$ cat config.mk
export PLATFORM = sky130hd
export DESIGN_NAME = set_hash_mix64_accumulator
export DESIGN_NICKNAME = d
export VERILOG_FILES = /design/src/rtl/shm64_pkg.sv /design/src/rtl/set_hash_mix64_accumulator.sv /design/src/rtl/shm64_dp.sv /design/src/rtl/shm64_ctrl.sv
export SDC_FILE = /design/constraint.sdc
export NUM_CORES = 2
export LEC_CHECK = 0
export BUFFER_PORTS_ARGS = -buffer_cell sky130_fd_sc_hd__buf_2
export CORE_MARGIN = 2
export CORE_UTILIZATION = 30
export DETAILED_ROUTE_END_ITERATION = 10
export RECOVER_POWER = 100
export SLEW_MARGIN = 0
export SYNTH_ARGS = -nofsm -noshare
export SYNTH_HDL_FRONTEND = slang
export SYNTH_HIERARCHICAL = 1
export SYNTH_SLANG_ARGS = --single-unit
$ cat constraint.sdc
create_clock -name clk_i -period 12.8 [get_ports clk_i]
set_clock_uncertainty 0.05 [all_clocks]
set_input_delay 2.56 -clock clk_i [delete_from_list [all_inputs] [get_ports clk_i]]
set_output_delay 2.56 -clock clk_i [all_outputs]
set_load 0.1 [all_outputs]
$ cat src/rtl/shm64_pkg.sv
`timescale 1ns / 1ps
package shm64_pkg;

  localparam logic [63:0] MixMulA   = 64'hbf58476d1ce4e5b9;
  localparam logic [63:0] MixMulB   = 64'h94d049bb133111eb;
  localparam int unsigned MixShiftA = 30;
  localparam int unsigned MixShiftB = 27;
  localparam int unsigned MixShiftC = 31;

  // partial product selection for the 64x64 low-half multiply
  localparam logic [1:0] MUL_LL = 2'd0;
  localparam logic [1:0] MUL_LH = 2'd1;
  localparam logic [1:0] MUL_HL = 2'd2;

  typedef enum logic [4:0] {
    S_IDLE = 5'b00001,
    S_MUL  = 5'b00010,
    S_MIXB = 5'b00100,
    S_FIN  = 5'b01000,
    S_EMIT = 5'b10000
  } state_e;

  typedef struct packed {
    logic       load;
    logic       mul_en;
    logic [1:0] mul_sel;
    logic       const_b;
    logic       add_en;
    logic       add_hi;
    logic       clr_p;
    logic       mix_b;
    logic       fin;
    logic       emit;
  } dp_cmd_t;

endpackage

$ cat src/rtl/set_hash_mix64_accumulator.sv
`timescale 1ns / 1ps
// item carrying a member: the next item is taken only once its mixing is done,
// which takes two 64-bit multiplies, each three 32x32 partial products on one shared multiplier
// item without member or mark: taken without stall; end of set passes an emit state that waits for a free output
// result sits in an output register, held until taken; input stalls while a member is mixed and at end of set
// asynchronous active-low reset clears accumulator, count, state and output valid
module set_hash_mix64_accumulator (
  input  logic        clk_i,
  input  logic        rst_ni,
  input  logic        in_valid_i,
  output logic        in_ready_o,
  input  logic [31:0] element_i,
  input  logic        has_element_i,
  input  logic        last_i,
  output logic        out_valid_o,
  input  logic        out_ready_i,
  output logic [63:0] set_hash_o
);
  import shm64_pkg::*;

  dp_cmd_t cmd;
  logic    out_free;

  shm64_ctrl u_ctrl (
    .clk_i         (clk_i),
    .rst_ni        (rst_ni),
    .in_valid_i    (in_valid_i),
    .has_element_i (has_element_i),
    .last_i        (last_i),
    .out_free_i    (out_free),
    .in_ready_o    (in_ready_o),
    .cmd_o         (cmd)
  );

  shm64_dp u_dp (
    .clk_i       (clk_i),
    .rst_ni      (rst_ni),
    .cmd_i       (cmd),
    .element_i   (element_i),
    .out_ready_i (out_ready_i),
    .out_free_o  (out_free),
    .out_valid_o (out_valid_o),
    .set_hash_o  (set_hash_o)
  );

endmodule

$ cat src/rtl/shm64_dp.sv
`timescale 1ns / 1ps
module shm64_dp (
  input  logic              clk_i,
  input  logic              rst_ni,
  input  shm64_pkg::dp_cmd_t cmd_i,
  input  logic [31:0]       element_i,
  input  logic              out_ready_i,
  output logic              out_free_o,
  output logic              out_valid_o,
  output logic [63:0]       set_hash_o
);
  import shm64_pkg::*;

  logic [63:0] v_q, v_d;
  logic [63:0] m_q;
  logic [63:0] p_q, p_d;
  logic [63:0] acc_q, acc_d;
  logic [63:0] cnt_q, cnt_d;
  logic [63:0] hash_q;
  logic        valid_q, valid_d;

  logic [63:0] x_ext;
  logic [63:0] k;
  logic [31:0] mul_a, mul_b;

  assign x_ext = {{32{element_i[31]}}, element_i};
  assign k     = cmd_i.const_b ? MixMulB : MixMulA;

  always_comb begin
    mul_a = v_q[31:0];
    mul_b = k[31:0];
    case (cmd_i.mul_sel)
      MUL_LL: begin
        mul_a = v_q[31:0];
        mul_b = k[31:0];
      end
      MUL_LH: begin
        mul_a = v_q[31:0];
        mul_b = k[63:32];
      end
      MUL_HL: begin
        mul_a = v_q[63:32];
        mul_b = k[31:0];
      end
      default: begin
        mul_a = v_q[31:0];
        mul_b = k[31:0];
      end
    endcase
  end

  always_comb begin
    v_d = v_q;
    if (cmd_i.load) begin
      v_d = x_ext ^ (x_ext >> MixShiftA);
    end else if (cmd_i.mix_b) begin
      v_d = p_q ^ (p_q >> MixShiftB);
    end
  end

  // cross terms only reach the upper half of the low 64 bits
  always_comb begin
    p_d = p_q;
    if (cmd_i.clr_p) begin
      p_d = '0;
    end else if (cmd_i.add_en) begin
      if (cmd_i.add_hi) begin
        p_d = {p_q[63:32] + m_q[31:0], p_q[31:0]};
      end else begin
        p_d = p_q + m_q;
      end
    end
  end

  always_comb begin
    acc_d   = acc_q;
    cnt_d   = cnt_q;
    valid_d = valid_q;
    if (valid_q && out_ready_i) begin
      valid_d = 1'b0;
    end
    if (cmd_i.fin) begin
      acc_d = acc_q ^ (p_q ^ (p_q >> MixShiftC));
      cnt_d = cnt_q + 64'd1;
    end else if (cmd_i.emit) begin
      acc_d   = '0;
      cnt_d   = '0;
      valid_d = 1'b1;
    end
  end

  always_ff @(posedge clk_i) begin
    v_q <= v_d;
    p_q <= p_d;
    if (cmd_i.mul_en) begin
      m_q <= {32'd0, mul_a} * {32'd0, mul_b};
    end
    if (cmd_i.emit) begin
      hash_q <= cnt_q ^ acc_q;
    end
  end

  always_ff @(posedge clk_i or negedge rst_ni) begin
    if (!rst_ni) begin
      acc_q   <= '0;
      cnt_q   <= '0;
      valid_q <= 1'b0;
    end else begin
      acc_q   <= acc_d;
      cnt_q   <= cnt_d;
      valid_q <= valid_d;
    end
  end

  assign out_free_o  = !valid_q || out_ready_i;
  assign out_valid_o = valid_q;
  assign set_hash_o  = hash_q;

endmodule

$ cat src/rtl/shm64_ctrl.sv
`timescale 1ns / 1ps
module shm64_ctrl (
  input  logic               clk_i,
  input  logic               rst_ni,
  input  logic               in_valid_i,
  input  logic               has_element_i,
  input  logic               last_i,
  input  logic               out_free_i,
  output logic               in_ready_o,
  output shm64_pkg::dp_cmd_t cmd_o
);
  import shm64_pkg::*;

  state_e     state_q, state_d;
  logic [1:0] step_q, step_d;
  logic       phase_q, phase_d;
  logic       last_q, last_d;
  logic       in_xfer;

  assign in_ready_o = (state_q == S_IDLE);
  assign in_xfer    = in_valid_i && in_ready_o;

  always_comb begin
    state_d = state_q;
    step_d  = step_q;
    phase_d = phase_q;
    last_d  = last_q;
    cmd_o   = '0;
    cmd_o.const_b = phase_q;
    case (state_q)
      S_IDLE: begin
        if (in_xfer) begin
          if (has_element_i) begin
            cmd_o.load = 1'b1;
            phase_d    = 1'b0;
            step_d     = 2'd0;
            last_d     = last_i;
            state_d    = S_MUL;
          end else if (last_i) begin
            state_d = S_EMIT;
          end
        end
      end
      S_MUL: begin
        // issue partial products; each is added from the product register
        cmd_o.mul_en = (step_q != 2'd3);
        cmd_o.clr_p  = (step_q == 2'd0);
        cmd_o.add_en = (step_q != 2'd0);
        cmd_o.add_hi = step_q[1];
        case (step_q)
          2'd0:    cmd_o.mul_sel = MUL_LL;
          2'd1:    cmd_o.mul_sel = MUL_LH;
          2'd2:    cmd_o.mul_sel = MUL_HL;
          default: cmd_o.mul_sel = MUL_LL;
        endcase
        step_d = step_q + 2'd1;
        if (step_q == 2'd3) begin
          state_d = phase_q ? S_FIN : S_MIXB;
        end
      end
      S_MIXB: begin
        cmd_o.mix_b = 1'b1;
        phase_d     = 1'b1;
        step_d      = 2'd0;
        state_d     = S_MUL;
      end
      S_FIN: begin
        cmd_o.fin = 1'b1;
        state_d   = last_q ? S_EMIT : S_IDLE;
      end
      S_EMIT: begin
        if (out_free_i) begin
          cmd_o.emit = 1'b1;
          state_d    = S_IDLE;
        end
      end
      default: begin
        state_d = S_IDLE;
      end
    endcase
  end

  always_ff @(posedge clk_i or negedge rst_ni) begin
    if (!rst_ni) begin
      state_q <= S_IDLE;
      step_q  <= 2'd0;
      phase_q <= 1'b0;
      last_q  <= 1'b0;
    end else begin
      state_q <= state_d;
      step_q  <= step_d;
      phase_q <= phase_d;
      last_q  <= last_d;
    end
  end

endmodule

* After elaboration in Yosys (flattened, before gate mapping)
Cells that the tools add are included.
** Cells by class
- Shifts and indexed selects :: 0
- Magnitude comparators :: 0
- Equality and inequality tests :: 16
- Divide/modulo/power cells :: 0
- Reduce and logical (&&, ||, !) cells :: 15
- Multiply operators :: 1
- $add $sub $neg :: 4
- Multiplexer cells :: 36
- Bitwise operators :: 6
** Operator list (count)
- $mux 64 :: 6
- $xor 64x64->64 :: 2
- $add 64x1->64 const B :: 1
- $add 64x64->64 :: 1
- $mul 32x32->64 :: 1
- $mux 32 :: 2
- $xor 64x33->64 :: 1
- $xor 64x34->64 :: 1
- $xor 64x37->64 :: 1
- $mux 62 :: 1
- $add 32x32->32 :: 1
- $mux 5 :: 6
- $pmux 5 s5 :: 1
- $mux 1 :: 12
- $reduce_and 3->1 :: 3
- $ne 2x2->1 const B :: 4
- $reduce_bool 2->1 :: 4
- $eq 2x2->1 const B :: 3
- $mux 3 :: 2
- $pmux 2 s3 :: 1
- $eq 5x1->1 const B :: 1
- $eq 5x2->1 const B :: 1
- $eq 5x3->1 const B :: 1
- $eq 5x4->1 const B :: 1
- 17 further kinds :: 20
** Word-level totals
- ROM bits :: 0
- Memories kept :: 0
- Bits in writable memories :: 0
- Latch bits :: 0
- Bits in registers :: 394
- Bits of input ports :: 38

* Longest topological paths before layout
- Depth after elaboration :: 6
- Depth in mapped cells :: 39
- Mapped depth without buffers :: 35

* Modules after synthesis
The synthesis kept the hierarchy.
** Modules (own cells, without submodules)
- shm64_dp :: area each 51613.3 um2, seq. area each 10274.9 um2, cells each 5462, times used 1
- shm64_ctrl :: area each 639.4 um2, seq. area each 226.5 um2, cells each 62, times used 1

* Worst setup path after synthesis
OpenSTA, ideal clock, no wires.
- Path type :: flip-flop to flip-flop
- Start point :: reg u_ctrl.state_q[4]
- End point :: reg u_dp.m_q[60] (data pin)
- Cell stages (with the launch flop) :: 40
- Buffers on the path :: 5
- Slack :: 2.791 ns
- Clock period less this slack :: 10.009 ns
- Arrival :: 9.680 ns
- Path through :: dfrtp_1 or3_4 nor2b_2 buf_4 and2_1 nand2b_1 clkbuf_1 buf_1 buf_1 mux2_2 inv_1 nor2_1 inv_1 nor2_1 inv_1 fa_1 inv_1 fa_1 [... 4 more ...] fa_1 inv_1 fa_1 inv_1 fa_1 fa_1 ha_1 clkbuf_1 a21o_1 a21o_1 a221o_1 nand3b_1 nor3b_1 o311ai_0 a31oi_1 o21ai_0 nand4_1 o311ai_1
** RTL lines
- from (decl) :: line shm64_ctrl.sv:14 : state_e state_q, state_d;
- from (signal assigned) :: line shm64_ctrl.sv:90 : state_q <= state_d;
- to (signal assigned) :: line shm64_dp.sv:96 : m_q <= {32'd0, mul_a} * {32'd0, mul_b};
- to (decl) :: line shm64_dp.sv:15 : logic [63:0] m_q;

==> results.yml <==
status:
  status: "finished with violations"
  violations: "max-capacitance violations, max-slew violations"
global_routing:
  antenna_found_initial: 3
  overflow: 0
  grt_pass1_wl_um: 274400
  grt_pass1_vias: 40870
  grt_max_degree: 117
  grtUsageTotal_pct: 20.73
critical_path:
  crit_path_frequent_cell: "fa_1"
  critical_path_required_ns: 13.08
  path_max_fanout: 22
  arrival_ns: 12.32
  cp_top_family: "adder cells"
  critPathSlowestCell: "nand2b_2"
  criticalPathCategory: "reg -> reg"
  crit_path_max_incr_delay_ns: 0.79
  cp-end-kind: "flop"
  cp_num_buf_inv: 7
  cp-start-kind: "flop"
route:
  vias: 39490
  ant_nets: 0
  wl_per_cell_um: 23.52
  routed_wl_um: 184700
  drtPass1Iterations: 8
  drc: 0
  via_per_inst: 5.030
  drt-initial-drc-count: 3598
cts:
  numCtsBuffers: 41
  clock-sinks: 394
  cts_tree: "done"
  cts_max_level: 2
  clockRootBuffer: "clkbuf_16"
  clockBufferDepth: 3
  clock_latency_ns: 0.60
  post_cts_buffers: 0
  cts.reportedPaths.clkPinSlew_ns: 0.06
timing:
  finalMaxSlewViolations: 636
  setup_slack_ns: 0.7569
  fin_crit_sh_pct: 94.09
  finalSetupViolations: 0
  period_needed_ns: 12.04
  tns_ns: 0
  rsz0062_at_grt: "false"
  slew-limit-headroom_pct: -187.1
  tightest_slew_ns: 4.306
  finalHoldViolCount: 0
  max_freq_mhz: 83.04
  whs_ns: 0.4667
logic_synthesis:
  syn_area_per_cell_sq_um: 9.459
  synth_edf_count: 192
  yosysWarnings: 6
  ys_async_sr_fraction_pct: 35.03
  syn_area_sq_mm: 0.05225
  synth_cells: 5524
  ys_types: 98
  ys.flop_type: "edfxtp_1"
  synth_seq_area_share_pct: 20.10
  syn_nets: 6815
  synth-seq-cells: 394
floorplanning:
  fp.dieW_um: 421.3
  io_pins: 104
  initial_core_util_pct: 30.13
  die_y_um: 421.3
  fp-row-count: 153
  die_area_sq_mm: 0.1775
  core_sq_mm: 0.1734
final_layout:
  layout-drive-gt1-share_pct: 3.583
  nNetsFinal: 6784
  synthToLayoutAreaGrowth_pct: 7.878
  utilization_pct: 32.50
  final_cell_mix: "inv_1 (1,109), fa_1 (797), nand2_1 (461), ha_1 (456), nor2_1 (323)"
  layout_commonest_cell: "inv_1"
place:
  port_buffers: 103
  hpwl_um: 156900
  gp_congestion: 0.9982
  dp_slack_ns: 0.9016
run:
  cap_violations: 11
hold_path:
  hold_path.class: "reg -> reg"
-- metal layers --
metal	track usage (%)	vias to the layer above	wire length, um
met1	28.83	20220	80620
met2	32.74	1414	83440
met3	2.536	286	11770
met4	8.238	2	8854
li1	-	17570	-
met5	0	-	18
-- cells in the mapped netlist, types with 35 or more instances --
cell type / instances / area, sq um
nand2_1: 461 / 1730
a21o_1: 80 / 600.6
nand2b_1: 85 / 531.8
nor3_1: 35 / 175.2
a22o_1: 35 / 306.5
dfxtp_1: 64 / 1281
nand3_1: 99 / 495.5
fa_1: 797 / 15960
xor2_1: 186 / 1629
and2_1: 38 / 237.7
nor2_1: 325 / 1220
xnor2_1: 188 / 1647
nand4_1: 41 / 256.5
edfxtp_1: 192 / 5766
inv_1: 1110 / 4167
mux2i_1: 40 / 400.4
a21oi_1: 260 / 1301
dfrtp_1: 137 / 3428
clkbuf_1: 190 / 713.2
o21ai_0: 260 / 1301
and3_1: 51 / 319.1
ha_1: 456 / 5705
-- worst paths after layout --
kind / startpoint / endpoint / slack, ns / cells past startpoint
min in group asynchronous: rst_ni / u_dp/cnt_q[22]$_DFFE_PN0P_ / 3.06 / 1
hold reg to reg: u_dp/acc_q[62]$_DFFE_PN0P_ / u_dp/acc_q[62]$_DFFE_PN0P_ / 0.47 / 1
setup reg to reg: u_ctrl/state_q[4]$_DFFE_PN0P_ / u_dp/m_q[60]$_DFFE_PP_ / 0.76 / 32
hold / removal: u_dp/acc_q[62]$_DFFE_PN0P_ / u_dp/acc_q[62]$_DFFE_PN0P_ / 0.47 / 1
max in group asynchronous: rst_ni / u_dp/cnt_q[28]$_DFFE_PN0P_ / 4.22 / 2
setup / recovery: u_ctrl/state_q[4]$_DFFE_PN0P_ / u_dp/m_q[60]$_DFFE_PP_ / 0.76 / 32
-- logic make-up after synthesis --
kind of cell	after synthesis	share of synthesized area [%]
AO/OA/AOI/OAI	872	10.41
XOR/XNOR	374	6.269
adder cells (fa/ha/maj)	1253	41.45
buffers and inverters	1344	9.722
flip-flops	394	20.10
multiplexers	63	1.269
AND/OR/NAND/NOR	1224	10.78
-- worst reg2reg max path, delay by kind of cell, from the launching register on --
family / cells / cell delay (ns)
flip-flops: 1 / 0.42
buffers and inverters: 7 / 1.20
adder cells (fa/ha/maj): 9 / 4.67
multiplexers: 1 / 0.51
AND/OR/NAND/NOR: 10 / 3.28
AO/OA/AOI/OAI: 5 / 1.66
-- state kept, by name, indices dropped and copies added, names as in the netlist --
register          count
u_ctrl/state_q        5
u_dp/v_q             64
u_ctrl/phase_q        1
u_dp/out_valid_o      1
u_dp/set_hash_o      64
u_dp/cnt_q           64
u_dp/acc_q           64
u_dp/m_q             64
u_ctrl/last_q         1
u_dp/p_q             64
u_ctrl/step_q         2
-- repair_timing --
item | CTS | global route
endpoints found under the setup margin | 0 | 5
hold endpoints to repair | 0 | 0
resized for setup | 0 | 1
hold buffers | 0 | 0
-- metrics by stage --
step / instance area, sq um / std cells
floorplan: 52250 / 5524
global placement: 55270 / 7775
detailed placement: 55270 / 7775
CTS: 56560 / 7851
global route: 56370 / 7851
finish: 56370 / 7852
-- cell type report --
cell class,count,area (sq um)
Antenna cell,1,2.502
Clock buffer,52,1097
Clock inverter,24,196.4
Fill cell,18080,117100
Inverter,1114,4182
Multi-Input combinational cell,3786,36670
Sequential cell,394,10510
Tap cell,2325,2909
Timing Repair Buffer,156,804.5
Power is left out: the tool's default activity adds up to more than one toggle a clock period on the data nets, which glitch-free logic cannot reach.
